File: config.mk
export PLATFORM = sky130hd
export DESIGN_NAME = bgmc_pos
export DESIGN_NICKNAME = d
export VERILOG_FILES = /design/src/hw/rtl/bgmc_pkg.sv /design/src/hw/rtl/bgmc_pos.sv
export SDC_FILE = /design/constraint.sdc
export NUM_CORES = 2
export LEC_CHECK = 0
export BUFFER_PORTS_ARGS = -buffer_cell sky130_fd_sc_hd__buf_4
export CORE_MARGIN = 5
export CORE_UTILIZATION = 25
export CTS_CLUSTER_DIAMETER = 60
export DETAILED_ROUTE_END_ITERATION = 6
export GPL_TIMING_DRIVEN = 0
export PLACE_DENSITY = 0.46
export SETUP_SLACK_MARGIN = 0.2
export SLEW_MARGIN = 20
export SYNTH_ARGS = -nofsm -noshare
export SYNTH_HDL_FRONTEND = slang
export SYNTH_SLANG_ARGS = --single-unit
File: constraint.sdc
create_clock -name i_clk -period 18.2 [get_ports i_clk]
set_input_delay 0 -clock i_clk [delete_from_list [all_inputs] [get_ports i_clk]]
set_output_delay 0 -clock i_clk [all_outputs]
set_load 0.01 [all_outputs]
File: src/hw/rtl/bgmc_pkg.sv
// Package for the Bayer gain-map correction block.
// Holds sizes, register indexes, command codes and the structs passed between stages.
// Depends on nothing; every other file of the block imports it.
package bgmc_pkg;

    // Sizes of the gain maps and the pixel path.
    localparam int GRID_DIM    = 64;
    localparam int NUM_MAPS    = 4;
    localparam int PIXEL_BITS  = 16;
    localparam int MAP_ENTRIES = 4096;
    localparam int ENTRY_W     = 12;
    localparam int MAP_W       = 2;
    localparam int ADDR_W      = MAP_W + ENTRY_W;
    localparam int RAM_DEPTH   = 1 << ADDR_W;
    localparam int GAIN_W      = 16;
    localparam int STEP_W      = 24;
    localparam int COORD_W     = 16;
    localparam int POS_W       = COORD_W + STEP_W;
    localparam int FRAC_W      = 12;
    localparam int IDX_W       = $clog2(GRID_DIM);
    localparam int GC_W        = 7;
    localparam int BLK_W       = 16;
    localparam int DIFF_W      = BLK_W + 1;
    localparam int HB_W        = GAIN_W + FRAC_W;
    localparam int GQ_W        = GAIN_W + 2 * FRAC_W;
    localparam int GQ_HALF     = GQ_W / 2;
    localparam int PP_W        = DIFF_W + GQ_HALF + 1;
    localparam int TOT_W       = 60;
    localparam int RND_POS     = 3 * FRAC_W - 1;
    localparam int RES_W       = TOT_W - RND_POS - 1;

    // The row count is min(GRID_DIM, MAP_ENTRIES / cols); with GRID_DIM squared not
    // above MAP_ENTRIES it is always GRID_DIM.
    localparam int GRID_ROWS   = GRID_DIM;

    // Configuration port.
    localparam int CFG_IDX_W   = 3;
    localparam int CFG_DATA_W  = 24;
    localparam logic [CFG_IDX_W-1:0] CFG_BLACK0    = 3'd0;
    localparam logic [CFG_IDX_W-1:0] CFG_BLACK1    = 3'd1;
    localparam logic [CFG_IDX_W-1:0] CFG_BLACK2    = 3'd2;
    localparam logic [CFG_IDX_W-1:0] CFG_BLACK3    = 3'd3;
    localparam logic [CFG_IDX_W-1:0] CFG_COL_STEP  = 3'd4;
    localparam logic [CFG_IDX_W-1:0] CFG_ROW_STEP  = 3'd5;
    localparam logic [CFG_IDX_W-1:0] CFG_GRID_COLS = 3'd6;
    localparam logic [CFG_IDX_W-1:0] CFG_PHASE_MAP = 3'd7;

    localparam logic [GC_W-1:0] GRID_COLS_RST = 7'd2;
    localparam logic [7:0]      PHASE_MAP_RST = 8'd228;

    // Commands.
    localparam logic CMD_PIXEL = 1'b0;
    localparam logic CMD_WRITE = 1'b1;

    // Item fields that ride along the pipeline.
    typedef struct packed {
        logic                     cmd;
        logic [MAP_W-1:0]         map;
        logic                     wr_ok;
        logic [ENTRY_W-1:0]       entry;
        logic [GAIN_W-1:0]        gain;
        logic signed [DIFF_W-1:0] diff;
        logic [BLK_W-1:0]         blk;
    } t_item;

    // Grid corners and weights of one pixel.
    typedef struct packed {
        logic [IDX_W-1:0]  x0;
        logic [IDX_W-1:0]  x1;
        logic [IDX_W-1:0]  y0;
        logic [IDX_W-1:0]  y1;
        logic [FRAC_W-1:0] fx;
        logic [FRAC_W-1:0] fy;
    } t_loc;

    // What the back end needs after the gain lookup.
    typedef struct packed {
        logic                     cmd;
        logic signed [DIFF_W-1:0] diff;
        logic [BLK_W-1:0]         blk;
    } t_tail;

    // Wraps a phase-selected map number into the range of existing maps.
    function automatic logic [MAP_W-1:0] map_wrap(input logic [MAP_W-1:0] sel);
        logic [MAP_W-1:0] res;
        res = sel;
        if (NUM_MAPS == 1) begin
            res = '0;
        end else if (32'(sel) >= NUM_MAPS) begin
            res = MAP_W'(32'(sel) - NUM_MAPS);
        end
        return res;
    endfunction

endpackage

File: src/hw/rtl/bgmc_pos.sv
// Grid placement: scales the pixel coordinates by the step registers, then finds
// the corner indexes and 12-bit weights. Two register stages. Depends on bgmc_pkg.
module bgmc_pos (
    input  logic                          i_clk,
    input  logic                          i_rst_n,
    input  logic                          i_en,
    input  logic                          i_valid,
    input  bgmc_pkg::t_item               i_item,
    input  logic [bgmc_pkg::COORD_W-1:0]  i_row,
    input  logic [bgmc_pkg::COORD_W-1:0]  i_col,
    input  logic [bgmc_pkg::STEP_W-1:0]   i_col_step,
    input  logic [bgmc_pkg::STEP_W-1:0]   i_row_step,
    input  logic [bgmc_pkg::GC_W-1:0]     i_gc,
    output logic                          o_valid,
    output bgmc_pkg::t_item               o_item,
    output bgmc_pkg::t_loc                o_loc
);
    import bgmc_pkg::*;

    localparam logic [GC_W-1:0] ROW_LAST = GC_W'(GRID_ROWS - 1);

    logic             r_a_valid;
    t_item            r_a_item;
    logic [POS_W-1:0] r_a_posx;
    logic [POS_W-1:0] r_a_posy;
    logic             r_b_valid;
    t_item            r_b_item;
    t_loc             r_b_loc;
    t_loc             n_b_loc;
    logic [GC_W-1:0]  col_last;

    // Stage A: coordinate times step, Q16.24.
    always_ff @(posedge i_clk) begin
        if (!i_rst_n) begin
            r_a_valid <= 1'b0;
        end else if (i_en) begin
            r_a_valid <= i_valid;
        end
    end

    always_ff @(posedge i_clk) begin
        if (i_en) begin
            r_a_item <= i_item;
            r_a_posx <= POS_W'(i_col) * POS_W'(i_col_step);
            r_a_posy <= POS_W'(i_row) * POS_W'(i_row_step);
        end
    end

    // Stage B: clamp past the last grid point with weight zero.
    assign col_last = i_gc - GC_W'(1);

    always_comb begin
        if (r_a_posx[POS_W-1:STEP_W] >= COORD_W'(col_last)) begin
            n_b_loc.x0 = col_last[IDX_W-1:0];
            n_b_loc.x1 = col_last[IDX_W-1:0];
            n_b_loc.fx = '0;
        end else begin
            n_b_loc.x0 = r_a_posx[STEP_W +: IDX_W];
            n_b_loc.x1 = r_a_posx[STEP_W +: IDX_W] + IDX_W'(1);
            n_b_loc.fx = r_a_posx[STEP_W-1 -: FRAC_W];
        end
        if (r_a_posy[POS_W-1:STEP_W] >= COORD_W'(ROW_LAST)) begin
            n_b_loc.y0 = ROW_LAST[IDX_W-1:0];
            n_b_loc.y1 = ROW_LAST[IDX_W-1:0];
            n_b_loc.fy = '0;
        end else begin
            n_b_loc.y0 = r_a_posy[STEP_W +: IDX_W];
            n_b_loc.y1 = r_a_posy[STEP_W +: IDX_W] + IDX_W'(1);
            n_b_loc.fy = r_a_posy[STEP_W-1 -: FRAC_W];
        end
    end

    always_ff @(posedge i_clk) begin
        if (!i_rst_n) begin
            r_b_valid <= 1'b0;
        end else if (i_en) begin
            r_b_valid <= r_a_valid;
        end
    end

    always_ff @(posedge i_clk) begin
        if (i_en) begin
            r_b_item <= r_a_item;
            r_b_loc  <= n_b_loc;
        end
    end

    assign o_valid = r_b_valid;
    assign o_item  = r_b_item;
    assign o_loc   = r_b_loc;
endmodule

== Word-level counts from Yosys, hierarchy flattened ==
Index checks and enable logic that the tools add are counted.

* Register bits after elaboration: 260
* Bits of input ports: 156
* Logic and storage cells: 32

* Add/subtract/negate cells: 3
* Multiply operators: 2
* Order comparisons: 2
* Mux-type cells: 1

{| class="wikitable"
|+ Operator list
! operator !! count
|-
| $mul A16 B24 Y40 || 2
|-
| $ge A16 B6 Y1 const B || 1
|-
| $ge A16 B7 Y1 || 1
|-
| $add A6 B1 Y6 const B || 2
|-
| $mux W12 || 1
|-
| $sub A7 B1 Y7 const B || 1
|}

== Longest topological paths before layout ==
* Depth after elaboration: 3
* Gate-level depth with buffers: 24

== Least setup slack after synthesis ==
Ideal clock, no wire load.

* Kind: input-to-reg
* Start: in i_row[1] (netlist bit)
* End: reg r_a_posy[38], data pin
* Library setup time: 0.258 ns
* Data arrival time: 5.588 ns
* Required time: 17.942 ns
* Setup slack: 12.355 ns
* Cell stages on the path: 23
* Cell sequence: clkbuf_1 nand2_1 fa_1 inv_1 fa_1 inv_1 fa_1 inv_1 fa_1 fa_1 inv_1 fa_1 inv_1 ha_1 buf_2 nand4_2 or2_0 or4_1 nand3_2 o21ai_4 o41ai_4 a21oi_2 xnor2_1

* Word-level cells in the longest chain between the ends: 1

{| class="wikitable"
|+ Ends and longest elaborated chain
! what !! line !! text
|-
| start, declared || bgmc_pos.sv:9 || <nowiki>input logic [bgmc_pkg::COORD_W-1:0] i_row,</nowiki>
|-
| $mul A16 B24 Y40 || bgmc_pos.sv:45 || <nowiki>r_a_posy <= POS_W'(i_row) * POS_W'(i_row_step);</nowiki>
|-
| end signal, assigned || bgmc_pos.sv:45 ||
|-
| end, declared || bgmc_pos.sv:25 || <nowiki>logic [POS_W-1:0] r_a_posy;</nowiki>
|}

Every way passes these cells.
A chain may end at the register's enable or synchronous reset.

== Final worst setup path ==
* Start: in i_col[3] (netlist bit)
* End: reg r_a_posx[25], data pin

* Word-level cells in the longest chain between the ends: 1

{| class="wikitable"
|+ Ends and longest elaborated chain
! what !! line !! text
|-
| start, declared || bgmc_pos.sv:10 || <nowiki>input logic [bgmc_pkg::COORD_W-1:0] i_col,</nowiki>
|-
| $mul A16 B24 Y40 || bgmc_pos.sv:44 || <nowiki>r_a_posx <= POS_W'(i_col) * POS_W'(i_col_step);</nowiki>
|-
| end signal, assigned || bgmc_pos.sv:44 ||
|-
| end, declared || bgmc_pos.sv:24 || <nowiki>logic [POS_W-1:0] r_a_posx;</nowiki>
|}

Every way passes these cells.

==> metrics.cfg <==
[synthesis]
synth_seq_area_share = 0.224
ys_warn_count = 0
syn_inst = 3054
postSynth.asyncResetShare = 0
syn_avg_cell_area_um2 = 10.3
ys_top_cells_by_area = fa_1, edfxtp_1, ha_1
ys_seq_elements = 236
yosysUniqueCellTypes = 56
synth_top_family_by_area = adder cells
synth_mux_area_frac = 0.00318
synth_compound_area_frac = 0.0350
yosys.area.top_type = fa_1
ys.flop_type = edfxtp_1
synth_edf_count = 234
syn_nets = 4048
syn_area_um2 = 31500
yosysTopAreaCellShare = 0.388
yosys.area_share.simple = 0.141
synth_adder_area_share = 0.478
synth_xor_area_frac = 0.0203

[clocking]
cts_buffer_depth = 3
cts_made_buffers = 36
cts_resized = 0
htreeDepth = 2
cts_num_sinks = 236
cts_tree = yes
root_buffer = clkbuf_16
post-cts-setup-buffer-count = 0
clk_latency_ns = 0.56
path_clk_slew_ns = 0.06
holdBufCountCts = 74

[detailed_routing]
vias = 21600
wire_per_inst_um = 18.2
first_pass_iters = 5
routed_wl_um = 93400
drt_iter0_markers = 1258
vias_per_cell = 4.22
ant_nets = 0
drc = 0

[sta]
finalSetupTns_ns = 0
report.final.slew_viol_count = 0
final-hold-violation-count = 0
rsz0062_at_grt = no
fin_crit_ns = 6.74
tightest_slew_ns = 0.882
fin_skew_ns = 0.0172
fmax_mhz = 148
setup_viol = 0
slew_headroom = 0.412
period_share = 0.370

[worst_setup_path]
startpoint_type = input port
max_stage_delay_ns = 0.66
crit_fanout = 10
path_common_cell = fa_1
cp-end-kind = flip-flop
path_cells = buf_4 -> clkbuf_1 -> nand2_1 -> fa_1 -> fa_1 -> fa_1 -> fa_1 -> inv_1 -> fa_1 -> fa_1 -> ha_1 -> a211oi_1 -> o21ai_0 -> a22o_1 -> a21oi_1 -> o31a_1 -> o21ai_0 -> a21oi_1 -> o21bai_1 -> xor2_1
path_buf_inv = 3
critPathKind = in -> reg
path_delay_family = adder cells
slowest_stage = clkbuf_1
required_ns = 18.45
cp.arrival_ns = 6.99

[floorplanning]
fp-row-count = 130
pin_count = 270
core-area_um2 = 125000
die_x_um = 365
initial_core_util = 0.251
fp.dieH_um = 365
die_area_um2 = 133000

[status]
status = completed

[cells_and_area]
syn_to_final_growth_pct = 19.5
mostFrequentLayoutCells = inv_1, fa_1, nand2_1
drive_gt1_frac = 0.0990
fin_nets = 4431
mostFrequentLayoutCell = inv_1

[place]
numPortBuffers = 269
dpl.hpwl_um = 76700
gp_congestion = 0.856

[global_routing]
grt_pass1_vias = 23100
grt_antenna_before_repair = 4
grtUsageTotal = 0.141
grt.overflow.total = 0
grt_start_max_net_pins = 86
grt_pass1_wl_um = 144000

[min_path]
min_path_type = in -> reg

[job]
max_cap_viol_count = 0

worst paths after layout:
check,end,cells after the start,from,slack [ns]
worst max register to register,o_loc[42],12,r_a_posx[24],14.45
worst min register to register,o_item[53],0,r_a_item[53],0.41
worst min-delay path,r_a_item[50],2,i_item[50],0.17
worst max-delay path,r_a_posx[25],20,i_col[3],11.46
Yosys cell counts, types with 3 or more instances:
master,count
a31oi_1,4
and3_1,5
a21o_1,40
o21ai_0,23
o21a_1,3
a21oi_1,48
fa_1,610
o21ai_1,4
inv_1,702
nor2b_1,6
and2_1,337
xnor2_1,46
or2_2,5
nand2b_1,6
o21bai_1,10
a21boi_0,3
a211oi_1,4
nand4_1,14
xor2_1,27
mux2i_1,10
nor3_1,9
o211ai_1,3
edfxtp_1,234
nand3_1,12
nand2_1,478
ha_1,228
nor4_1,3
clkbuf_1,118
nor2_1,27
flip-flops by register name (all words and copies together), names as in the netlist:
register / count
o_item: 65
r_a_item: 65
o_loc: 48
r_a_posx: 28
r_a_posy: 28
o_valid: 1
r_a_valid: 1
layout make-up:
type / count / area [µm²]
multi-input combinational: 1996 / 21300
sequential: 236 / 7070
timing repair buffer: 345 / 2820
inverter: 702 / 2640
antenna: 4 / 10.0
fill: 13200 / 87800
tap: 1650 / 2060
clock buffer: 40 / 916
buffer: 120 / 453
clock inverter: 25 / 330
logic make-up after synthesis:
kind of cell    Yosys count
simple gates            912
fa+ha+maj               838
buf+inv                 822
flops                   236
compound gates          163
xor+xnor                 73
mux                      10
routing by layer:
| metal | wire, µm | vias up | part of all wire | track usage |
|---|---|---|---|---|
| met2 | 40500 | 523 | 0.43 | 0.218 |
| met1 | 45300 | 11000 | 0.49 | 0.211 |
| met3 | 5690 | 84 | 0.061 | 0.0225 |
| li1 | - | 9948 | - | - |
| met4 | 1820 | 0 | 0.019 | 0.0281 |
| met5 | 0 | - | 0 | 0 |
through the flow:
| stage | hold WS (ns) | utilization | instances | cell area, µm² | worst slack, ns |
|---|---|---|---|---|---|
| after floorplan | 0.0989 | - | 3054 | 31500 | 12.35 |
| after global placement | 0.178 | 0.284 | 4973 | 35600 | 10.89 |
| after detailed placement | 0.179 | 0.284 | 4975 | 35600 | 10.97 |
| after CTS | 0.108 | 0.300 | 5114 | 37600 | 11.51 |
| after global routing | 0.128 | 0.300 | 5115 | 37600 | 11.18 |
| final | 0.168 | 0.300 | 5118 | 37600 | 11.46 |
Power is left out: the tool's default activity adds up to more than one toggle a clock period on the data nets, which glitch-free logic cannot reach.
