$ cat src/hw/rtl/bgmc_pkg.sv
// Package for the Bayer gain-map correction block.
// Holds sizes, register indexes, command codes and the structs passed between stages.
// Depends on nothing; every other file of the block imports it.
package bgmc_pkg;

    // Sizes of the gain maps and the pixel path.
    localparam int GRID_DIM    = 64;
    localparam int NUM_MAPS    = 4;
    localparam int PIXEL_BITS  = 16;
    localparam int MAP_ENTRIES = 4096;
    localparam int ENTRY_W     = 12;
    localparam int MAP_W       = 2;
    localparam int ADDR_W      = MAP_W + ENTRY_W;
    localparam int RAM_DEPTH   = 1 << ADDR_W;
    localparam int GAIN_W      = 16;
    localparam int STEP_W      = 24;
    localparam int COORD_W     = 16;
    localparam int POS_W       = COORD_W + STEP_W;
    localparam int FRAC_W      = 12;
    localparam int IDX_W       = $clog2(GRID_DIM);
    localparam int GC_W        = 7;
    localparam int BLK_W       = 16;
    localparam int DIFF_W      = BLK_W + 1;
    localparam int HB_W        = GAIN_W + FRAC_W;
    localparam int GQ_W        = GAIN_W + 2 * FRAC_W;
    localparam int GQ_HALF     = GQ_W / 2;
    localparam int PP_W        = DIFF_W + GQ_HALF + 1;
    localparam int TOT_W       = 60;
    localparam int RND_POS     = 3 * FRAC_W - 1;
    localparam int RES_W       = TOT_W - RND_POS - 1;

    // The row count is min(GRID_DIM, MAP_ENTRIES / cols); with GRID_DIM squared not
    // above MAP_ENTRIES it is always GRID_DIM.
    localparam int GRID_ROWS   = GRID_DIM;

    // Configuration port.
    localparam int CFG_IDX_W   = 3;
    localparam int CFG_DATA_W  = 24;
    localparam logic [CFG_IDX_W-1:0] CFG_BLACK0    = 3'd0;
    localparam logic [CFG_IDX_W-1:0] CFG_BLACK1    = 3'd1;
    localparam logic [CFG_IDX_W-1:0] CFG_BLACK2    = 3'd2;
    localparam logic [CFG_IDX_W-1:0] CFG_BLACK3    = 3'd3;
    localparam logic [CFG_IDX_W-1:0] CFG_COL_STEP  = 3'd4;
    localparam logic [CFG_IDX_W-1:0] CFG_ROW_STEP  = 3'd5;
    localparam logic [CFG_IDX_W-1:0] CFG_GRID_COLS = 3'd6;
    localparam logic [CFG_IDX_W-1:0] CFG_PHASE_MAP = 3'd7;

    localparam logic [GC_W-1:0] GRID_COLS_RST = 7'd2;
    localparam logic [7:0]      PHASE_MAP_RST = 8'd228;

    // Commands.
    localparam logic CMD_PIXEL = 1'b0;
    localparam logic CMD_WRITE = 1'b1;

    // Item fields that ride along the pipeline.
    typedef struct packed {
        logic                     cmd;
        logic [MAP_W-1:0]         map;
        logic                     wr_ok;
        logic [ENTRY_W-1:0]       entry;
        logic [GAIN_W-1:0]        gain;
        logic signed [DIFF_W-1:0] diff;
        logic [BLK_W-1:0]         blk;
    } t_item;

    // Grid corners and weights of one pixel.
    typedef struct packed {
        logic [IDX_W-1:0]  x0;
        logic [IDX_W-1:0]  x1;
        logic [IDX_W-1:0]  y0;
        logic [IDX_W-1:0]  y1;
        logic [FRAC_W-1:0] fx;
        logic [FRAC_W-1:0] fy;
    } t_loc;

    // What the back end needs after the gain lookup.
    typedef struct packed {
        logic                     cmd;
        logic signed [DIFF_W-1:0] diff;
        logic [BLK_W-1:0]         blk;
    } t_tail;

    // Wraps a phase-selected map number into the range of existing maps.
    function automatic logic [MAP_W-1:0] map_wrap(input logic [MAP_W-1:0] sel);
        logic [MAP_W-1:0] res;
        res = sel;
        if (NUM_MAPS == 1) begin
            res = '0;
        end else if (32'(sel) >= NUM_MAPS) begin
            res = MAP_W'(32'(sel) - NUM_MAPS);
        end
        return res;
    endfunction

endpackage

$ cat src/hw/rtl/bgmc_apply.sv
// Applies the gain around the black level, rounds half up and saturates.
// Partial products, sum, then the output register. Depends on bgmc_pkg.
module bgmc_apply (
    input  logic                              i_clk,
    input  logic                              i_rst_n,
    input  logic                              i_en,
    input  logic                              i_valid,
    input  bgmc_pkg::t_tail                   i_tail,
    input  logic [bgmc_pkg::GQ_W-1:0]         i_gq,
    output logic                              o_valid,
    output logic [bgmc_pkg::PIXEL_BITS-1:0]   o_value
);
    import bgmc_pkg::*;

    localparam logic [RES_W-1:0] PIX_MAX = RES_W'((1 << PIXEL_BITS) - 1);
    localparam logic signed [TOT_W-1:0] HALF = TOT_W'(1) <<< RND_POS;

    logic                     r_f_valid;
    logic                     r_f_pix;
    logic [BLK_W-1:0]         r_f_blk;
    logic signed [PP_W-1:0]   r_f_plo;
    logic signed [PP_W-1:0]   r_f_phi;
    logic                     r_g_valid;
    logic                     r_g_pix;
    logic signed [TOT_W-1:0]  r_g_total;
    logic                     r_out_valid;
    logic [PIXEL_BITS-1:0]    r_out_value;
    logic signed [TOT_W-1:0]  rnd;
    logic [RES_W-1:0]         res;
    logic [PIXEL_BITS-1:0]    n_out_value;

    // Stage F: signed difference times the two halves of the gain.
    always_ff @(posedge i_clk) begin
        if (!i_rst_n) begin
            r_f_valid <= 1'b0;
            r_g_valid <= 1'b0;
        end else if (i_en) begin
            r_f_valid <= i_valid;
            r_g_valid <= r_f_valid;
        end
    end

    always_ff @(posedge i_clk) begin
        if (i_en) begin
            r_f_pix <= (i_tail.cmd == CMD_PIXEL);
            r_f_blk <= i_tail.blk;
            r_f_plo <= i_tail.diff * $signed({1'b0, i_gq[GQ_HALF-1:0]});
            r_f_phi <= i_tail.diff * $signed({1'b0, i_gq[GQ_W-1:GQ_HALF]});
        end
    end

    // Stage G: recombine and add the black level back in Q.36.
    always_ff @(posedge i_clk) begin
        if (i_en) begin
            r_g_pix   <= r_f_pix;
            r_g_total <= (TOT_W'(r_f_phi) <<< GQ_HALF) + TOT_W'(r_f_plo)
                       + $signed({(TOT_W-BLK_W-3*FRAC_W)'(0), r_f_blk, (3*FRAC_W)'(0)});
        end
    end

    // Stage H: round half up, clamp to the pixel range.
    assign rnd = r_g_total + HALF;
    assign res = rnd[TOT_W-1:RND_POS+1];

    always_comb begin
        if (r_g_total <= 0) begin
            n_out_value = '0;
        end else if (res > PIX_MAX) begin
            n_out_value = PIX_MAX[PIXEL_BITS-1:0];
        end else begin
            n_out_value = res[PIXEL_BITS-1:0];
        end
    end

    // Only pixel commands leave a transaction on the output.
    always_ff @(posedge i_clk) begin
        if (!i_rst_n) begin
            r_out_valid <= 1'b0;
        end else if (i_en) begin
            r_out_valid <= r_g_valid && r_g_pix;
        end
    end

    always_ff @(posedge i_clk) begin
        if (i_en) begin
            r_out_value <= n_out_value;
        end
    end

    assign o_valid = r_out_valid;
    assign o_value = r_out_value;

    // A pixel leaving the sum stage shows up at the output.
    a_pix_out: assert property (@(posedge i_clk) disable iff (!i_rst_n)
        (i_en && r_g_valid && r_g_pix) |=> r_out_valid)
        else $error("pixel lost at output stage");

    // A write command never produces an output transaction.
    a_wr_silent: assert property (@(posedge i_clk) disable iff (!i_rst_n)
        (i_en && r_g_valid && !r_g_pix) |=> !r_out_valid)
        else $error("write command produced a result");

    // A non-positive sum clamps to zero.
    a_clamp_low: assert property (@(posedge i_clk) disable iff (!i_rst_n)
        (i_en && r_g_valid && r_g_pix && (r_g_total <= 0)) |=> (r_out_value == '0))
        else $error("negative sum not clamped");

    // A stall freezes the product and sum stages.
    a_stall_hold: assert property (@(posedge i_clk) disable iff (!i_rst_n)
        !i_en |=> ($stable(r_f_valid) && $stable(r_g_valid)))
        else $error("stage moved during stall");
endmodule

$ cat config.mk
export PLATFORM = sky130hd
export DESIGN_NAME = bgmc_apply
export DESIGN_NICKNAME = d
export VERILOG_FILES = /design/src/hw/rtl/bgmc_pkg.sv /design/src/hw/rtl/bgmc_apply.sv
export SDC_FILE = /design/constraint.sdc
export NUM_CORES = 2
export LEC_CHECK = 0
export BUFFER_PORTS_ARGS = -buffer_cell sky130_fd_sc_hd__buf_4
export CORE_ASPECT_RATIO = 0.7
export CORE_MARGIN = 8
export CORE_UTILIZATION = 50
export CTS_BUF_LIST = sky130_fd_sc_hd__clkbuf_2
export DETAILED_ROUTE_END_ITERATION = 10
export HOLD_SLACK_MARGIN = 0.15
export PLACE_DENSITY = 0.65
export REMOVE_ABC_BUFFERS = 1
export SYNTH_ARGS = -nofsm -noshare
export SYNTH_HDL_FRONTEND = slang
export SYNTH_SLANG_ARGS = --single-unit
export TNS_END_PERCENT = 20
$ cat constraint.sdc
create_clock -name i_clk -period 8.4 [get_ports i_clk]
set_clock_uncertainty 0.2 [all_clocks]
set_input_delay 0.84 -clock i_clk [delete_from_list [all_inputs] [get_ports i_clk]]
set_output_delay 0.84 -clock i_clk [all_outputs]
set_load 0.005 [all_outputs]
* Word-level counts from Yosys, hierarchy flattened
Cells that the tools add are included.
** Word-level totals
- Flip-flop bits (word level) :: 173
- Input port bits :: 78
- Output and inout port bits :: 17
- Logic and storage cells :: 20
** Cells by class
- Add/sub/neg operators :: 3
- Multipliers :: 2
- Magnitude comparators :: 2
- Mux-type cells :: 1
- Bitwise operators :: 1
- Reduce and logical (&&, ||, !) cells :: 1
** Operators with widths (number)
- multiplier 17 x 21 -> 38 bit :: 2
- adder 59 x 53 -> 60 bit :: 1
- adder 60 x 37 -> 60 bit (second input constant) :: 1
- <= comparator 60 x 1 -> 1 bit (second input constant) :: 1
- adder 58 x 38 -> 59 bit :: 1
- > comparator 24 x 16 -> 1 bit (second input constant) :: 1
- 2-to-1 mux 16 bit :: 1
- logical AND 1 bit :: 1
- inverter 1 bit :: 1

* Depth between registers and ports, before layout
- Word-level depth :: 3
- Mapped depth :: 25
- Depth with buffers taken out :: 23

* Least setup slack after synthesis
Ideal clock, no wire load.
- Kind :: input port to flip-flop
- Start :: in i_tail[32] (netlist name)
- End :: reg r_f_phi[35], data pin
- Library setup time :: 0.264 ns
- Arrival :: 6.409 ns
- Required time :: 7.936 ns
- Path slack :: 1.527 ns
- Stages on the path :: 23
- Buffers on the path :: 2
- Cells stage by stage :: inv_1 > clkbuf_1 > nor2_1 > fa_1 > inv_1 > fa_1 > inv_1 > fa_1 > fa_1 > fa_1 > inv_1 > fa_1 > inv_1 > ha_1 > clkbuf_1 > a21oi_1 > o21ai_1 > a41oi_1 > or2_2 > o31ai_2 > nand4_1 > a31oi_1 > xor2_1
** On the way
- Cells in the longest elaborated chain, start to end :: 1
** RTL lines
- start, declared :: line bgmc_apply.sv:8 : input bgmc_pkg::t_tail i_tail,
- multiplier 17 x 21 -> 38 bit :: line bgmc_apply.sv:48 : r_f_phi <= i_tail.diff * $signed({1'b0, i_gq[GQ_W-1:GQ_HALF]});
- end signal, assigned :: line bgmc_apply.sv:48
- end, declared :: line bgmc_apply.sv:22 : logic signed [PP_W-1:0] r_f_phi;
No other way between the ends.
A chain may end at the register's enable or synchronous reset.

* Final worst setup path
- Start :: in i_tail[32] (netlist name)
- End :: reg r_f_plo[35], data pin
** On the way
- Cells in the longest elaborated chain, start to end :: 1
** RTL lines
- multiplier 17 x 21 -> 38 bit :: line bgmc_apply.sv:47 : r_f_plo <= i_tail.diff * $signed({1'b0, i_gq[GQ_HALF-1:0]});
- end signal, assigned :: line bgmc_apply.sv:47
- end, declared :: line bgmc_apply.sv:21 : logic signed [PP_W-1:0] r_f_plo;
No other way between the ends.

==> impl_results.md <==
- Starting DRT DRC Count: roughly 1700
- CP Cell Sequence: buf_4 -> inv_1 -> buf_4 -> nor2_1 -> fa_1 -> fa_1 -> fa_1 -> fa_1 -> fa_1 -> inv_1 -> fa_1 -> inv_1 -> ha_1 -> and3_1 -> and3_1 -> or4b_1 -> a31oi_1 -> o21ai_1 -> o21ai_2 -> a211o_1 -> nand4_1
- Dominant cell type by area after synthesis: fa_1
- Fin. Hold Viols: 0
- Hold_sp: r_f_plo[5]
- Max Cap Viol: 0
- Avg Inst Size Synth: between 9 and 10 sq um
- Critical path's slowest cell: fa_1
- Total I/O pin count: 95
- Worst Path Required: between 8 and 9 ns
- Met1 Usage GRT: 0.340
- H-tree lvl count: 4
- Die span in x: 317 microns
- Setup crit end kind: flop
- Clock-pin slew on the worst setup and hold paths: between 0.3 and 0.4 ns
- DRC viols: 0
- EDFF count, synth: 170
- Port-buffer cells: 94
- Vias in the first global route: approximately 24000
- Critical path class: input port to flop
- Worst relative slew slack: 0.243
- RSZ-0062 raised after global routing: no
- Synth unique cells: 82
- GP Congestion: 0.895
- Antenna viol nets, final: 0
- Fin crit share: 0.808
- Minimum clock period: about 6.8 ns
- # nets final: approximately 4300
- Top post-synthesis cells by area: fa_1 (35%), edfxtp_1 (16%), ha_1 (13%)
- Arr. time, crit path: 7.15 ns
- Final Slew Violations: 0
- WHS Path Cells: 0
- Clk buf depth: 2
- Yosys reg bits: 173
- Max Fanout on Critical Path: 23
- Cells after Synth: approximately 3300
- Critical Path Start Type: input port
- Reg2reg end: r_g_total[58]
- R2r setup slk: roughly 4.3 ns
- Routed wire length: between 70000 and 80000 microns
- Number of CTS-inserted buffers: 17
- Synth-to-Final Area Change: 5.41%
- Commonest non-fill, non-tap cell in the layout: inv_1
- Die area: just over 70000 sq um
- R2r worst-path depth: 11
- Hold Crit Class: flop to flop
- Ratio of cells with drive above 1 in the final layout: 0.0523
- Vias per cell: 5.46
- Core ar.: 63000 sq um
- Post-synth top area share: 0.350
- Largest net degree at the start of global routing: 95
- Die Span Y: between 200 and 250 microns
- Asr flop ratio synth: 0
- GR peak layer: met2
- Root Driver: clkbuf_2
- Fillers: between 5000 and 6000
- Vias post-DR: 22700
- Initial antenna violation count: 1
- Clk sinks: between 150 and 200
- FP Rows: 77
- Count of final setup violators: 0
- Most frequent cells in the layout: inv_1 (693), fa_1 (555), nand2_1 (394), ha_1 (329), and2_1 (308)
- Reg-to-reg startpoint: r_f_plo[37]
- CP max stage delay: 0.53 ns
- Actual slew at the worst max-slew pin: roughly 1.1 ns
- Cell mode on critical path: fa_1
- Register area share after synthesis: 0.163
- Clock Latency Late Sink: ~0.76 ns
- WL/cell: 19.2 microns
- Overflow after GRT: 0
- Sum Neg Setup Slack: 0 ns
- Synthesized area: between 30000 and 40000 sq um
- Status: completed
- Yosys warning count: 0
- Synth Flop Type: edfxtp_1
- Routing usage on met2: 0.345
- Max frequency: roughly 150 MHz
- Hold EP: r_g_total[5]
- Global-route wire length before repair: between 100000 and 150000 microns
- Initial Util: 0.504
- Post-DP HPWL: approximately 60000 microns
- Global Route Usage Sum: 0.228
- GR Util met3: 0.0475
- Pre-Repair DR Iteration Count: 7
- CTS tree: done
## timing repair
item	4_1_cts	5_1_grt
hold buffers	19	0
endpoints found under the hold margin	20	0
buffers inserted	0	0
resized for setup	0	0
## worst max-delay path, delay by kind of cell
family / cells / cell delay [ns]
simple gates: 5 / 1.15
compound gates: 4 / 0.88
buf+inv: 5 / 1.08
fa+ha+maj: 7 / 3.20
## cells in the mapped netlist (19+ instances only)
cell and instances:
a21o_1 49, a21oi_1 110, and2_1 308, and3_1 19, clkbuf_1 122, edfxtp_1 170
fa_1 555, ha_1 329, inv_1 693, nand2_1 394, nand2b_1 32, nand3_1 34
nand4_1 22, nor2_1 83, nor3_1 21, o21ai_0 37, o21bai_1 20, xnor2_1 71
xor2_1 41
## state kept, by name, indices dropped and copies added, names as in the netlist, 16 cells and up
signal	cells
r_g_total	60
r_f_plo	38
o_value	16
r_f_blk	16
r_f_phi	38
## layout make-up
class	count	area (sq um)	share of cell area
Multi-Input combinational cell	2313	23500	0.701
Sequential cell	173	5160	0.154
Inverter	693	2600	0.0777
Tap cell	829	1040	0.0310
Timing Repair Buffer	117	930	0.0278
Clock inverter	15	174	0.00520
Clock buffer	17	85.1	0.00254
Antenna cell	1	2.50	0.0000748
## metrics by stage
| step | worst slack (ns) | hold WS, ns | std cells | area [sq um] | util |
|---|---|---|---|---|---|
| floorplan | 1.50 | 0.200 | 3179 | 31200 | - |
| CTS | 1.71 | 0.260 | 4157 | 33500 | 0.531 |
| global route | 1.39 | 0.251 | 4158 | 33500 | 0.531 |
| detailed placement | 0.842 | 0.205 | 4106 | 33000 | 0.524 |
| finish | 1.61 | 0.249 | 4158 | 33500 | 0.531 |
| global placement | 0.999 | 0.203 | 4106 | 33000 | 0.524 |
## cell families after synthesis
logic type | share of synthesized area
adders and majority gates | 0.480
and+or+nand+nor | 0.153
buffers and inverters | 0.0980
xor gates and xnor gates | 0.0309
AOI/OAI and AO/OA | 0.0755
muxes | 0.000631
DFF | 0.163
## per-layer routing
metal,up-vias,routed length (microns)
li1,10300,-
met1,11400,37600
met2,935,34000
met3,94,7040
met4,2,1170
met5,-,56
## worst max-delay path by stage
stage                     startpoint          end  slack [ns]  depth (start not counted)
final                     i_tail[32]  r_f_plo[35]        1.61                         21
after global routing      i_tail[32]  r_f_plo[36]        1.39                         23
after CTS                 i_tail[32]  r_f_plo[35]        1.71                         21
after detailed placement  i_tail[32]  r_f_plo[30]        0.84                         23
after global placement    i_tail[32]  r_f_phi[35]         1.0                         24
after floorplan           i_tail[32]  r_f_phi[35]        1.50                         23
Power is left out: the tool's default activity adds up to more than one toggle a clock period on the data nets, which glitch-free logic cannot reach.
